[src/hw/rtl/iate_pkg.sv]
// Shared constants, types and codes for the indexed array table engine.
`default_nettype none

package iate_pkg;

  // Table geometry
  localparam int ELEM_BITS = 32;
  localparam int DEPTH     = 256;
  localparam int ADDR_W    = $clog2(DEPTH);
  localparam int CNT_W     = $clog2(DEPTH + 1);

  // Port field widths
  localparam int OPC_W      = 3;
  localparam int IDX_W      = 8;
  localparam int DATA_W     = 32;
  localparam int STAT_W     = 3;
  localparam int CAP_W      = 9;
  localparam int CFG_IDX_W  = 2;
  localparam int CFG_DATA_W = 9;

  // Common width for range checks of index, count and capacity
  localparam int CMP_W0 = (CNT_W > IDX_W) ? CNT_W : IDX_W;
  localparam int CMP_W  = (CMP_W0 > CAP_W) ? CMP_W0 : CAP_W;

  // Registered first-hit tree: radix 16 per level
  localparam int TREE_RADIX_W = 4;
  localparam int TREE_RADIX   = 1 << TREE_RADIX_W;
  localparam int TREE_LVLS    = (ADDR_W + TREE_RADIX_W - 1) / TREE_RADIX_W;
  localparam int TREE_LEAVES  = 1 << (TREE_RADIX_W * TREE_LVLS);
  localparam int WAIT_W       = $clog2(TREE_LVLS + 1);

  // Cell payload into the tree: {less_than, equal, element}
  localparam int PAY_W = ELEM_BITS + 2;

  typedef logic [ELEM_BITS-1:0] elem_t;

  localparam elem_t ELEM_SIGN = elem_t'(1) << (ELEM_BITS - 1);

  // Configuration register indexes
  localparam logic [CFG_IDX_W-1:0] CFG_CAPACITY = CFG_IDX_W'(0);
  localparam logic [CFG_IDX_W-1:0] CFG_SIGNED   = CFG_IDX_W'(1);

  localparam logic [CAP_W-1:0] CAP_RESET = CAP_W'(256);

  typedef enum logic [OPC_W-1:0] {
    OP_READ   = 3'd0,
    OP_WRITE  = 3'd1,
    OP_APPEND = 3'd2,
    OP_INSERT = 3'd3,
    OP_DELETE = 3'd4,
    OP_DROP   = 3'd5,
    OP_FIND   = 3'd6,
    OP_SEARCH = 3'd7
  } op_e;

  typedef enum logic [STAT_W-1:0] {
    ST_OK    = 3'd0,
    ST_RANGE = 3'd1,
    ST_FULL  = 3'd2,
    ST_EMPTY = 3'd3,
    ST_MISS  = 3'd4
  } status_e;

  typedef enum logic [1:0] {
    CELL_HOLD   = 2'd0,
    CELL_LOAD   = 2'd1,
    CELL_INSERT = 2'd2,
    CELL_DELETE = 2'd3
  } cell_op_e;

  typedef enum logic {
    S_IDLE = 1'b0,
    S_WAIT = 1'b1
  } state_e;

  // Broadcast control to every cell of the chain
  typedef struct packed {
    cell_op_e          op;
    logic [ADDR_W-1:0] pos;
    logic [CNT_W-1:0]  cnt;
    elem_t             value;
    logic              sgn;
    logic              match_eq;
  } cell_ctrl_t;

endpackage

`default_nettype wire

[src/hw/rtl/iate_cell.sv]
// One table cell: holds an element, shifts with its neighbors, compares to the target.
`default_nettype none

module iate_cell (
  input  wire                          clk_i,
  input  wire  [iate_pkg::ADDR_W-1:0] cell_idx_i,
  input  iate_pkg::cell_ctrl_t         ctrl_i,
  input  iate_pkg::elem_t              left_i,
  input  iate_pkg::elem_t              right_i,
  output iate_pkg::elem_t              elem_o,
  output logic                         hit_o,
  output logic [iate_pkg::PAY_W-1:0]  pay_o
);

  iate_pkg::elem_t elem_q, elem_d;

  logic [iate_pkg::CNT_W-1:0] pos_ext;
  logic                       in_fill;
  logic                       at_pos;
  logic                       after_pos;
  logic                       lt;
  logic                       eq;
  iate_pkg::elem_t            a_key;
  iate_pkg::elem_t            b_key;

  // Position decode and compare against the broadcast target
  always_comb begin
    pos_ext   = iate_pkg::CNT_W'(cell_idx_i);
    in_fill   = pos_ext < ctrl_i.cnt;
    at_pos    = cell_idx_i == ctrl_i.pos;
    after_pos = cell_idx_i > ctrl_i.pos;
    // signed order: flip the sign bit, then compare unsigned
    a_key     = ctrl_i.sgn ? (elem_q ^ iate_pkg::ELEM_SIGN) : elem_q;
    b_key     = ctrl_i.sgn ? (ctrl_i.value ^ iate_pkg::ELEM_SIGN) : ctrl_i.value;
    lt        = a_key < b_key;
    eq        = elem_q == ctrl_i.value;
  end

  // Next element: hold, load, take left neighbor (insert) or right neighbor (delete)
  always_comb begin
    elem_d = elem_q;
    unique case (ctrl_i.op)
      iate_pkg::CELL_HOLD: elem_d = elem_q;
      iate_pkg::CELL_LOAD: begin
        if (at_pos) elem_d = ctrl_i.value;
      end
      iate_pkg::CELL_INSERT: begin
        if (at_pos) begin
          elem_d = ctrl_i.value;
        end else if (after_pos && (pos_ext <= ctrl_i.cnt)) begin
          elem_d = left_i;
        end
      end
      iate_pkg::CELL_DELETE: begin
        if (!(cell_idx_i < ctrl_i.pos) && ((pos_ext + iate_pkg::CNT_W'(1)) < ctrl_i.cnt)) begin
          elem_d = right_i;
        end
      end
      default: elem_d = elem_q;
    endcase
  end

  always_ff @(posedge clk_i) begin
    elem_q <= elem_d;
  end

  assign elem_o = elem_q;
  assign hit_o  = ctrl_i.match_eq ? (eq && in_fill) : at_pos;
  assign pay_o  = {lt, eq, elem_q};

endmodule

`default_nettype wire

[config.mk]
export PLATFORM = sky130hd
export DESIGN_NAME = iate_cell
export DESIGN_NICKNAME = d
export VERILOG_FILES = /design/src/hw/rtl/iate_pkg.sv /design/src/hw/rtl/iate_cell.sv
export SDC_FILE = /design/constraint.sdc
export NUM_CORES = 1
export LEC_CHECK = 0
export BUFFER_PORTS_ARGS = -buffer_cell sky130_fd_sc_hd__buf_2
export CAP_MARGIN = 30
export CORE_MARGIN = 2
export CORE_UTILIZATION = 25
export DETAILED_ROUTE_END_ITERATION = 8
export GPL_TIMING_DRIVEN = 1
export HOLD_SLACK_MARGIN = 0.06
export PLACE_DENSITY = 0.53
export SLEW_MARGIN = 20
export SYNTH_ARGS = -nofsm -noshare
export SYNTH_HDL_FRONTEND = slang
export SYNTH_SLANG_ARGS = --single-unit
[constraint.sdc]
create_clock -name clk_i -period 4.3 [get_ports clk_i]
set_input_delay 0.215 -clock clk_i [delete_from_list [all_inputs] [get_ports clk_i]]
set_output_delay 0.215 -clock clk_i [all_outputs]
set_load 0.03 [all_outputs]
==> metrics.md <==
| Metric | Value |
|---|---|
| Starting Density | 25.3% |
| H-tree levels | 2 |
| Detailed Route Iter0 Violations | 106 |
| Final period utilization | 62.5% |
| Gr ovfl total | 0 |
| Share of cells above drive strength 1 | 38.2% |
| Critical path launch point type | input port |
| Synth unique cells | 45 |
| Syn Area/Cell | 8.61 µm² |
| Largest register FFs | 32 |
| CTS-repair resized insts | 0 |
| Vias in the first global route | 3,271 |
| Gate Count Post-Synth | 403 |
| Arr. time, crit path | 2.61 ns |
| Switching Power | 0.597 mW |
| Area grow syn2layout | 30.8% |
| Internal Power | 0.899 mW |
| Root buf cell | clkbuf_16 |
| Reg clk slew, reported paths | 0.06 ns |
| Count of input and output buffers | 192 |
| Seq cells post-synth | 32 |
| Standard-cell rows | 43 |
| Max IR drop VDD | 0.000126 V |
| Mux contribution to synthesized area | 0% |
| CTS max path bufs | 2 |
| Post-synthesis compound-gate area fraction | 21.0% |
| Setup repair bufs after CTS | 0 |
| Adder-Cell Fraction of Synth Area | 20.5% |
| Fmax | 372 MHz |
| First-pass DRT Iterations | 4 |
| CTS Buf Count | 5 |
| FFs w/ async S/R, synth | 0% |
| Top_reg_cell synth | edfxtp_1 |
| Core Area | 13,700 µm² |
| Wirelength per Cell | 14.6 µm |
| Syn nets | 586 |
| CP top delay family | compound AO/OA/AOI/OAI gates |
| Final Hold Fails | 0 |
| Max-Cap Viols | 0 |
| Final wirelength | 10,800 µm |
| First-pass GRT wire length | 16,600 µm |
| Outcome | complete, no violations |
| Setup crit end | elem_o[26] |
| Slowest library cell on the worst path | buf_4 |
| Top-Level Pins | 193 |
| Critical path's most frequent cell | ha_1 |
| Power per cell area | 329 nW/µm² |
| Buf/Inv on CP | 2 |
| Clock sinks | 32 |
| GRT Total Usage | 14.5% |
| CP Depth | 11 |
| Synth Area in XOR/XNOR | 1.77% |
| NumNets Final | 742 |
| Via density per instance | 4.51 |
| CP endpoint kind | flop |
| DP HPWL | 9010 µm |
| Post-layout util | 33.1% |
| Crit Path Category | in -> reg |
| Chip Width | 122 µm |
| GP Congestion | 0.800 |
| Post-synthesis simple-gate area fraction | 13.4% |
| Worst-path cell chain | buf_2, ha_1, nand3_1, nor2_1, xor2_1, ha_1, a22o_1, nor4_1, o221ai_1, a32oi_4, buf_4 |
| Setup TNS | 0 ns |
| Drt drc | 0 |
| Transition time of the tightest slew-check pin | 0.778 ns |
| # hold bufs at CTS | 0 |
| Switching Fraction | 39.9% |
| Total number of vias | 3,344 |
| Die Area | 14,800 µm² |
| EDFF count, synth | 32 |
| Tmin final | 2.69 ns |
| Comb pwr share | 42.9% |
| Flop pwr share | 30.0% |
| Largest net degree at the start of global routing | 41 |
| CTS tree | yes |
| Slew Limit Headroom | 48.1% |
| Crit path required time | 4.22 ns |
| Fillcell total | 1,455 |
| Antenna-violating nets left | 0 |
| Crit Path Max Fanout | 32 |
| P_leak | 2.28 nW |
| Initial antenna violation count | 4 |
| RSZ-0062 raised after global routing | false |
| Worst setup startpoint | cell_idx_i[1] |
| Final setup violating endpoints | 0 |
| Main combinational cell family by area after synthesis | compound AO/OA/AOI/OAI gates |
| YS warnings | 0 |
| Clk network pwr share | 27.1% |
| Sequential area share after synthesis | 27.7% |
| Hold WC Path Type | in -> reg |
| Final Max Tran Viols | 0 |
| DIE HEIGHT | 122 µm |
| Syn Std Cell Area | 3470 µm² |
| Crit path largest cell delay | 0.44 ns |
-- cells in the mapped netlist (all sizes together), types with 7 or more instances --
cell type,count,area share [%]
nand2,47,5.1
buf,43,9.5
a22oi,29,6.3
nand3,7,1.0
nor2,8,0.94
nand4,11,2.3
edfxtp,32,28
a21oi,23,3.3
inv,53,5.7
ha,57,21
o21ai,40,6.2
-- placed cells by master, fill, tap and decap left out, types with 4 or more instances in the layout --
master	n
a21oi_1	23
a22oi_1	29
buf_2	192
clkbuf_16	5
edfxtp_1	32
ha_1	57
inv_1	52
nand2_1	47
nand3_1	7
nand4_1	9
nor2_1	6
nor3_1	4
nor3b_1	4
o211ai_1	4
o21ai_0	6
o21ai_1	32
xnor2_1	4
-- area by class of cell --
type | instances | area (µm²) | area share (%)
clock buffers | 6 | 129 | 2.84
flip-flops and latches | 32 | 961 | 21.2
well taps | 180 | 225 | 4.96
inverters | 53 | 199 | 4.38
diodes | 2 | 5.00 | 0.110
repair buffers | 196 | 998 | 22.0
clock inverters | 2 | 35.0 | 0.772
multi-input cells | 271 | 1990 | 43.8
-- how the worst min path moves through the flow --
| stage | startpoint | endpoint | depth (start not counted) |
|---|---|---|---|
| 6_report | ctrl_i[15] | elem_o[13] | 3 |
| 3_5_place_dp | ctrl_i[3] | elem_o[1] | 3 |
| 5_1_grt | ctrl_i[25] | elem_o[23] | 3 |
| 2_1_floorplan | ctrl_i[33] | elem_o[31] | 2 |
| 4_1_cts | ctrl_i[25] | elem_o[23] | 3 |
| 3_3_place_gp | ctrl_i[23] | elem_o[21] | 3 |
-- through the flow --
step,cells,instance area [µm²],power (mW),setup WS (ns),hold slack (ns)
finish,742,4540,1.50,1.61,0.235
global route,742,4540,1.60,1.36,0.246
CTS,739,4520,1.52,1.61,0.230
detailed placement,731,4360,1.10,1.34,0.523
global placement,731,4360,1.10,1.39,0.517
floorplan,403,3470,0.935,0.562,0.403
-- power groups by stage --
stage	Sequential (mW)	Combinational (mW)	Clock, mW
4_1_cts	0.451	0.649	0.417
5_1_grt	0.458	0.711	0.426
3_5_place_dp	0.457	0.646	0
6_report	0.449	0.641	0.405
3_3_place_gp	0.454	0.643	0
2_1_floorplan	0.542	0.393	0
-- routing by layer --
metal | global-route usage [%] | vias to the layer above | part of all wire (%)
met1 | 16.8 | 1471 | 41
met2 | 26.2 | 118 | 49
met4 | 3.95 | 4 | 1.3
met5 | 0 | - | 0.22
li1 | - | 1739 | -
met3 | 3.89 | 12 | 8.5
-- cell families (layout without fill, tap and decap cells) --
group / Yosys count / after routing
other: 0 / 2
XOR/XNOR: 7 / 7
adder cells (fa/ha/maj): 57 / 57
buffers and inverters: 100 / 257
flip-flops: 32 / 32
AND/OR/NAND/NOR: 93 / 93
AO/OA/AOI/OAI: 114 / 114
(Power assumes the default switching activity.)
